File: src/rtl/core/ps2_mouse_packet_cursor_macros.svh
// Assertion macros for the PS/2 mouse packet cursor block.
`ifndef PS2_MOUSE_PACKET_CURSOR_MACROS_SVH
`define PS2_MOUSE_PACKET_CURSOR_MACROS_SVH

`ifndef SYNTH
// Check that the consequent holds in the same cycle as the antecedent.
`define PMC_ASSERT_SAME(label, clk, rst, ante, cons) \
   label: assert property (@(posedge clk) disable iff (rst) (ante) |-> (cons)) \
      else $error("ps2 mouse cursor check failed");
// Check that the consequent holds in the cycle after the antecedent.
`define PMC_ASSERT_NEXT(label, clk, rst, ante, cons) \
   label: assert property (@(posedge clk) disable iff (rst) (ante) |=> (cons)) \
      else $error("ps2 mouse cursor check failed");
`else
`define PMC_ASSERT_SAME(label, clk, rst, ante, cons)
`define PMC_ASSERT_NEXT(label, clk, rst, ante, cons)
`endif

`endif

File: src/rtl/core/ps2mpc_pkg.sv
// Shared constants for the PS/2 mouse packet cursor block.
package ps2mpc_pkg;

   // Cursor coordinate width default
   localparam int COORD_BITS_DEF = 12;

   // Register widths
   localparam int SIZE_W = 13;
   localparam int CSR_IDX_W = 2;

   // Register indexes
   localparam logic [CSR_IDX_W-1:0] CSR_SCREEN_WIDTH  = 2'd0;
   localparam logic [CSR_IDX_W-1:0] CSR_SCREEN_HEIGHT = 2'd1;
   localparam logic [CSR_IDX_W-1:0] CSR_MOUSE_ENABLED = 2'd2;

   // Register reset values
   localparam logic [SIZE_W-1:0] RST_SCREEN_WIDTH  = 13'd640;
   localparam logic [SIZE_W-1:0] RST_SCREEN_HEIGHT = 13'd480;
   localparam int RST_CURSOR_X = 320;
   localparam int RST_CURSOR_Y = 240;

   // Controller status bits
   localparam int ST_OUT_FULL_BIT = 0;
   localparam int ST_AUX_BIT      = 5;

   // Packet first-byte bits
   localparam int PK_SYNC_BIT  = 3;
   localparam int PK_XSIGN_BIT = 4;
   localparam int PK_YSIGN_BIT = 5;
   localparam logic [7:0] PK_OVF_MASK = 8'hC0;
   localparam logic [7:0] PK_BUTTONS_MASK = 8'h07;

   // Packet byte position codes
   localparam logic [1:0] BYTE_FIRST  = 2'd0;
   localparam logic [1:0] BYTE_SECOND = 2'd1;
   localparam logic [1:0] BYTE_THIRD  = 2'd2;

endpackage

File: src/rtl/core/ps2_mouse_packet_cursor.sv
// PS/2 mouse packet decoder that moves a clamped screen cursor.
//
//  channel | direction | handshake           | payload
//  req     | in        | req_valid/req_stall | status byte, data byte
//  rsp     | out       | rsp_valid/rsp_stall | cursor, deltas, buttons, sequence
//  csr     | in        | csr_write_en        | index, 13-bit write data
//
// A request is taken every cycle the input register is free or drains; it is
// decoded while it sits in the input register, and its result (if any) is
// registered when it retires; throughput is one request per cycle unless stalled.
// The input register drains whenever the result register is empty or taken.
// Synchronous reset puts the screen at 640x480, the cursor at its center,
// the mouse disabled and the packet gatherer at the first byte.
`include "ps2_mouse_packet_cursor_macros.svh"

module ps2_mouse_packet_cursor
   import ps2mpc_pkg::*;
#(
   parameter int COORD_BITS = COORD_BITS_DEF
) (
   input  logic                  clock,
   input  logic                  reset,
   // request channel
   input  logic                  req_valid,
   output logic                  req_stall,
   input  logic [7:0]            req_status_byte,
   input  logic [7:0]            req_data_byte,
   // result channel
   output logic                  rsp_valid,
   input  logic                  rsp_stall,
   output logic [COORD_BITS-1:0] rsp_cursor_x,
   output logic [COORD_BITS-1:0] rsp_cursor_y,
   output logic signed [8:0]     rsp_delta_x,
   output logic signed [9:0]     rsp_delta_y,
   output logic [2:0]            rsp_buttons,
   output logic [31:0]           rsp_sequence_res,
   // configuration port
   input  logic                  csr_write_en,
   input  logic [CSR_IDX_W-1:0]  csr_index,
   input  logic [SIZE_W-1:0]     csr_wdata
);

   localparam int CB = COORD_BITS;
   localparam int SUM_W = CB + 2;
   localparam int CAP_W = (CB + 1 > SIZE_W) ? CB + 1 : SIZE_W;
   localparam int CMAX = (1 << CB) - 1;
   localparam int CUR_X_RST = (RST_CURSOR_X < CMAX) ? RST_CURSOR_X : CMAX;
   localparam int CUR_Y_RST = (RST_CURSOR_Y < CMAX) ? RST_CURSOR_Y : CMAX;

   // Move a position by a delta and clamp it into [0, min(max(size,1), 2^CB) - 1].
   function automatic logic [CB-1:0] clamp_move(input logic [CB-1:0] pos,
                                                input logic signed [9:0] delta,
                                                input logic [SIZE_W-1:0] size);
      logic signed [SUM_W-1:0] sum;
      logic [CB-1:0] lim_m1;
      logic [CAP_W-1:0] size_ext;
      logic [CAP_W-1:0] cap;
      logic [CB-1:0] res;
      size_ext = CAP_W'(size);
      cap = CAP_W'(1) << CB;
      if (size == '0) begin
         lim_m1 = '0;
      end else if (size_ext > cap) begin
         lim_m1 = '1;
      end else begin
         lim_m1 = CB'(size_ext - CAP_W'(1));
      end
      sum = $signed({2'b00, pos}) + SUM_W'(delta);
      if (sum < 0) begin
         res = '0;
      end else if (sum > $signed({2'b00, lim_m1})) begin
         res = lim_m1;
      end else begin
         res = sum[CB-1:0];
      end
      return res;
   endfunction

   // Configuration registers
   logic [SIZE_W-1:0] scr_w_ff;
   logic [SIZE_W-1:0] scr_h_ff;
   logic              mouse_en_ff;

   // Input register
   logic       in_vld_ff;
   logic       in_vld_in;
   logic [7:0] in_status_ff;
   logic [7:0] in_data_ff;

   // Packet and cursor state
   logic [1:0]    byte_idx_ff;
   logic [1:0]    byte_idx_in;
   logic [7:0]    first_ff;
   logic [7:0]    first_in;
   logic [7:0]    second_ff;
   logic [7:0]    second_in;
   logic [CB-1:0] cur_x_ff;
   logic [CB-1:0] cur_x_in;
   logic [CB-1:0] cur_y_ff;
   logic [CB-1:0] cur_y_in;
   logic [31:0]   pkt_cnt_ff;
   logic [31:0]   pkt_cnt_in;

   // Result register
   logic        rsp_vld_ff;
   logic        rsp_vld_in;
   logic [CB-1:0] rsp_x_ff;
   logic [CB-1:0] rsp_y_ff;
   logic signed [8:0] rsp_dx_ff;
   logic signed [9:0] rsp_dy_ff;
   logic [2:0]  rsp_btn_ff;
   logic [31:0] rsp_seq_ff;

   // Decode signals
   logic              out_free;
   logic              retire;
   logic              byte_ok;
   logic              produce;
   logic signed [8:0] dx;
   logic signed [9:0] dy_neg;
   logic signed [9:0] dx_ext;
   logic [CB-1:0]     new_x;
   logic [CB-1:0]     new_y;

   assign out_free  = !rsp_vld_ff || !rsp_stall;
   assign retire    = in_vld_ff && out_free;
   assign req_stall = in_vld_ff && !out_free;

   // Write configuration registers
   always_ff @(posedge clock) begin
      if (reset) begin
         scr_w_ff    <= RST_SCREEN_WIDTH;
         scr_h_ff    <= RST_SCREEN_HEIGHT;
         mouse_en_ff <= 1'b0;
      end else if (csr_write_en) begin
         case (csr_index)
            CSR_SCREEN_WIDTH:  scr_w_ff <= csr_wdata;
            CSR_SCREEN_HEIGHT: scr_h_ff <= csr_wdata;
            CSR_MOUSE_ENABLED: mouse_en_ff <= csr_wdata[0];
            default: ;
         endcase
      end
   end

   // Capture request into the input register
   assign in_vld_in = (req_valid && !req_stall) || (in_vld_ff && !retire);

   always_ff @(posedge clock) begin
      if (reset) begin
         in_vld_ff <= 1'b0;
      end else begin
         in_vld_ff <= in_vld_in;
      end
   end

   always_ff @(posedge clock) begin
      if (!req_stall) begin
         in_status_ff <= req_status_byte;
         in_data_ff   <= req_data_byte;
      end
   end

   // Decode the byte in the input register
   assign byte_ok = in_status_ff[ST_OUT_FULL_BIT] && in_status_ff[ST_AUX_BIT] && mouse_en_ff;
   assign dx      = $signed({first_ff[PK_XSIGN_BIT], second_ff});
   assign dy_neg  = -$signed({first_ff[PK_YSIGN_BIT], first_ff[PK_YSIGN_BIT], in_data_ff});
   assign dx_ext  = 10'(dx);
   assign new_x   = clamp_move(cur_x_ff, dx_ext, scr_w_ff);
   assign new_y   = clamp_move(cur_y_ff, dy_neg, scr_h_ff);

   always_comb begin
      byte_idx_in = byte_idx_ff;
      first_in    = first_ff;
      second_in   = second_ff;
      cur_x_in    = cur_x_ff;
      cur_y_in    = cur_y_ff;
      pkt_cnt_in  = pkt_cnt_ff;
      produce     = 1'b0;
      if (retire && byte_ok) begin
         case (byte_idx_ff)
            BYTE_FIRST: begin
               // drop a byte that cannot open a packet
               if (in_data_ff[PK_SYNC_BIT]) begin
                  first_in    = in_data_ff;
                  byte_idx_in = BYTE_SECOND;
               end
            end
            BYTE_SECOND: begin
               second_in   = in_data_ff;
               byte_idx_in = BYTE_THIRD;
            end
            BYTE_THIRD: begin
               byte_idx_in = BYTE_FIRST;
               // drop packets with an overflow flag
               if ((first_ff & PK_OVF_MASK) == 8'h00) begin
                  cur_x_in   = new_x;
                  cur_y_in   = new_y;
                  pkt_cnt_in = pkt_cnt_ff + 32'd1;
                  produce    = 1'b1;
               end
            end
            default: begin
               byte_idx_in = BYTE_FIRST;
            end
         endcase
      end
   end

   // Advance packet and cursor state
   always_ff @(posedge clock) begin
      if (reset) begin
         byte_idx_ff <= BYTE_FIRST;
         first_ff    <= 8'h00;
         second_ff   <= 8'h00;
         cur_x_ff    <= CB'(CUR_X_RST);
         cur_y_ff    <= CB'(CUR_Y_RST);
         pkt_cnt_ff  <= 32'd0;
      end else begin
         byte_idx_ff <= byte_idx_in;
         first_ff    <= first_in;
         second_ff   <= second_in;
         cur_x_ff    <= cur_x_in;
         cur_y_ff    <= cur_y_in;
         pkt_cnt_ff  <= pkt_cnt_in;
      end
   end

   // Load the result register
   assign rsp_vld_in = out_free ? produce : rsp_vld_ff;

   always_ff @(posedge clock) begin
      if (reset) begin
         rsp_vld_ff <= 1'b0;
      end else begin
         rsp_vld_ff <= rsp_vld_in;
      end
   end

   always_ff @(posedge clock) begin
      if (produce) begin
         rsp_x_ff   <= new_x;
         rsp_y_ff   <= new_y;
         rsp_dx_ff  <= dx;
         rsp_dy_ff  <= dy_neg;
         rsp_btn_ff <= first_ff[2:0] & PK_BUTTONS_MASK[2:0];
         rsp_seq_ff <= pkt_cnt_in;
      end
   end

   assign rsp_valid        = rsp_vld_ff;
   assign rsp_cursor_x     = rsp_x_ff;
   assign rsp_cursor_y     = rsp_y_ff;
   assign rsp_delta_x      = rsp_dx_ff;
   assign rsp_delta_y      = rsp_dy_ff;
   assign rsp_buttons      = rsp_btn_ff;
   assign rsp_sequence_res = rsp_seq_ff;

   // Pending result always matches the live cursor and count
   `PMC_ASSERT_SAME(a_rsp_count, clock, reset, rsp_vld_ff, rsp_seq_ff == pkt_cnt_ff)
   `PMC_ASSERT_SAME(a_rsp_cursor, clock, reset, rsp_vld_ff, (rsp_x_ff == cur_x_ff) && (rsp_y_ff == cur_y_ff))
   // A disabled mouse never yields a result
   `PMC_ASSERT_NEXT(a_disabled, clock, reset, retire && !mouse_en_ff, !rsp_vld_ff)
   // Back-pressure only while both registers are full
   `PMC_ASSERT_SAME(a_stall_full, clock, reset, req_stall, in_vld_ff && rsp_vld_ff && rsp_stall)

endmodule
File: config.mk
export PLATFORM = sky130hd
export DESIGN_NAME = ps2_mouse_packet_cursor
export DESIGN_NICKNAME = d
export VERILOG_FILES = /design/src/rtl/core/ps2mpc_pkg.sv /design/src/rtl/core/ps2_mouse_packet_cursor.sv
export VERILOG_INCLUDE_DIRS = /design/src /design/src/rtl/core
export SDC_FILE = /design/constraint.sdc
export NUM_CORES = 1
export LEC_CHECK = 0
export BUFFER_PORTS_ARGS = -buffer_cell sky130_fd_sc_hd__buf_2
export CORE_ASPECT_RATIO = 0.75
export CORE_MARGIN = 3
export CORE_UTILIZATION = 49
export CTS_CLUSTER_DIAMETER = 40
export DETAILED_ROUTE_END_ITERATION = 6
export PLACE_DENSITY = 0.69
export SLEW_MARGIN = 10
export SYNTH_ARGS = -nofsm -noshare
export SYNTH_HDL_FRONTEND = slang
export SYNTH_SLANG_ARGS = --single-unit
File: constraint.sdc
create_clock -name clock -period 12.6 [get_ports clock]
set_input_delay 0.63 -clock clock [delete_from_list [all_inputs] [get_ports clock]]
set_output_delay 0.63 -clock clock [all_outputs]
set_load 0.05 [all_outputs]
==> results.tsv <==
metric	value	unit
vias per inst	5.58	
Hold Vio Cnt, Final	0	
cell mode on critical path	a211oi_1	
Final period util	40.1	%
Worst Hold Class	input pin to flop	
Worst Setup Start Kind	flop	
multi-input logic area	4800	um2
final instance area	11200	um2
crit path DAT	5.30	ns
P_int	986	uW
commonest non-fill, non-tap cell in the layout	buf_2	
crit-path cells	or4_1 -> nor4_2 -> a31oi_1 -> a21oi_1 -> ha_1 -> a211oi_1 -> o21ai_0 -> a211oi_1 -> a211oi_1 -> o21bai_1 -> nand2_1 -> a211oi_1	
slowest stage delay, CP	0.80	ns
Main synth FF type	dfxtp_1	
wire per inst	17.1	um
CTS tree	done	
dpl cells	1302	
1st-iter DRT viols	562	
minimum clock period	5.05	ns
total power	1340	uW
Rows	44	
WS Path Type	flop to flop	
DRT Wirelength	22.8	mm
wire length on met2	9.75	mm
syn nets	1062	
post_cts resized	0	
total die area	21800	um2
routability cong.	0.920	
number of remaining DRC errors	0	
vias	7443	
switching share of power	26.3	%
initial antenna violation count	0	
synthesized flop and latch total	190	
I/O Buffers	109	
Fin Setup TNS	0	ns
first-pass GRT wire length	37.0	mm
RSZ-0062 raised after global routing	no	
Max clock buf depth	2	
Yosys cell types	74	
crit-path max FO	12	
synth warn	0	
TritonRoute pass-1 iters	6	
initial cell density of the core	50.3	%
Place WS	7.65	ns
area delta synth->final	14.5	%
CTS Sinks	190	
Syn Inst Count	965	
Final nets	1165	
most frequent cells in the layout	109 x buf_2, 102 x dfxtp_1, 100 x nand2_1	
combinational share of power	8.5	%
Die Span Y	129	um
Final Worst Setup Slack	7.55	ns
leakage	0.00466	uW
Placed Area	10600	um2
Max H-tree Level	4	
crit end category	flop	
Core ar.	19500	um2
worst rel slew slack	28.1	%
root buffer cell	clkbuf_16	
CTS clk-pin slew, worst paths	0.08	ns
net load switching power	352	uW
fmax	198	MHz
Top Ports	116	
Post-Syn Area	9810	um2
vias in the first global route	7107	
total track usage	21.4	%
post-route insts no fill	1334	
global route overflow	0	
Async SR Flop Fraction	0	%
Setup Buffers After CTS	0	
hold buffers post-CTS	0	
Critical Path RT	12.85	ns
Clock Power Share	42.5	%
DR top layer	met4	
Reg area	4680	um2
Clock Skews	0.00807	ns
Post-synth EDFFs	88	
Worst Max-Slew Pin Slew	1.08	ns
M1 WL	11.5	mm
largest net degree at the start of global routing	70	
Slowest cell on crit path	o21bai_1	
TritonCTS Buffers	17	
status	finished clean	
share of layout cells above drive strength 1	16.6	%
number of max-cap violations	0	
Seq/Total Area, Yosys	47.8	%
DP Wirelength	16.6	mm
clock insertion delay at the later pin of the skew report	0.44	ns
DRT antenna net count	0	
endpoints failing setup	0	
Die X	169	um
share of power burned in registers	49.0	%
peak supply drop	0.0624	mV
met3 routed WL	1.13	mm
fillcell total	1703	
# diodes	0	
Slew Limit Fails	0	
mean post-synth cell area	10.2	um2
pwr/cell area	119	nW/um2
==> stage by stage <==
step | hold WS (ns) | util [%]
after floorplan | 0.408 | -
after global placement | 0.420 | 54.3
after detailed placement | 0.430 | 54.3
after CTS | 0.352 | 57.6
after global routing | 0.352 | 57.6
final | 0.365 | 57.6
==> final cells by class <==
class	count	share of cell area [%]
Multi-Input combinational cell	696	42.8
Sequential cell	190	41.7
Timing Repair Buffer	118	5.46
Clock buffer	17	3.79
Tap cell	253	2.82
Clock inverter	15	1.92
Inverter	45	1.52
==> cells by family (layout without fill, tap and decap cells) <==
logic type                 count (synthesis)  count (layout)  share of synthesized area, %
and+or+nand+nor                          352             352                          18.9
DFF                                      190             190                          47.8
AOI/OAI and AO/OA                        179             179                          12.3
buffers and inverters                     79             195                          3.33
xor gates and xnor gates                  72              72                          6.43
adders and majority gates                 64              64                          8.24
muxes                                     29              29                          2.99
==> critical path: cells and delay by family (launching register included) <==
family	cells	cell delay, ns
compound gates	8	2.57
fa+ha+maj	1	0.31
flops	1	0.36
simple gates	3	1.62
==> power groups by stage <==
stage	Sequential [uW]	Clock (uW)	Combinational, uW
final	655	569	114
after global routing	656	605	128
after CTS	655	577	113
after detailed placement	669	0	112
after global placement	669	0	110
after floorplan	666	0	84.3
==> flip-flops by register name, summed over array words and instances (netlist names) <==
name              flops
rsp_delta_y          10
first_ff              7
in_data_ff            8
rsp_sequence_res     32
rsp_delta_x           9
in_vld_ff             1
rsp_cursor_x         12
scr_w_ff             13
rsp_valid             1
scr_h_ff             13
pkt_cnt_ff           32
mouse_en_ff           1
cur_x_ff             12
rsp_buttons           3
byte_idx_ff           2
in_status_ff          2
second_ff             8
rsp_cursor_y         12
cur_y_ff             12
==> Yosys cell counts, types with 6 or more instances <==
cell type  number  area share [%]
a211oi_1        9            0.69
a21o_1          9            0.69
a21oi_1        58             3.0
and3_1          6            0.38
and4_1          6            0.54
buf_2           6            0.31
clkbuf_1       23            0.88
dfxtp_1       102              21
edfxtp_1       88              27
ha_1           59             7.5
inv_1          45             1.7
mux2i_1        27             2.8
nand2_1       100             3.8
nand2b_1        6            0.38
nand3_1        27             1.4
nand3b_1       20             1.5
nand4_1        20             1.3
nor2_1         65             2.5
nor2b_1        35             2.2
nor3_1         21             1.1
o211ai_1       12            0.92
o21a_1          9            0.69
o21ai_0        20             1.0
o21ai_1        16            0.82
or3_1          10            0.64
xnor2_1        43             3.8
xor2_1         29             2.6
==> layer usage <==
metal	vias to the layer above	global-route usage (%)
met5	-	0
met4	0	6.11
met3	23	3.81
met2	186	31.8
met1	3545	32.1
li1	3689	-
==> final timing paths <==
check                                         startpoint  depth (start not counted)                         to  slack, ns
worst min-delay path                    req_data_byte[6]                          1    in_data_ff[6]$_DFFE_PN_       0.37
worst min register to register  first_ff[1]$_SDFFE_PP0P_                          0   rsp_buttons[1]$_DFFE_PP_       0.45
worst max register to register  scr_w_ff[2]$_SDFFE_PP0P_                         12  rsp_cursor_x[5]$_DFFE_PP_       7.55
worst max-delay path            scr_w_ff[2]$_SDFFE_PP0P_                         12  rsp_cursor_x[5]$_DFFE_PP_       7.55
No activity file was read; power rests on OpenSTA's default activity.
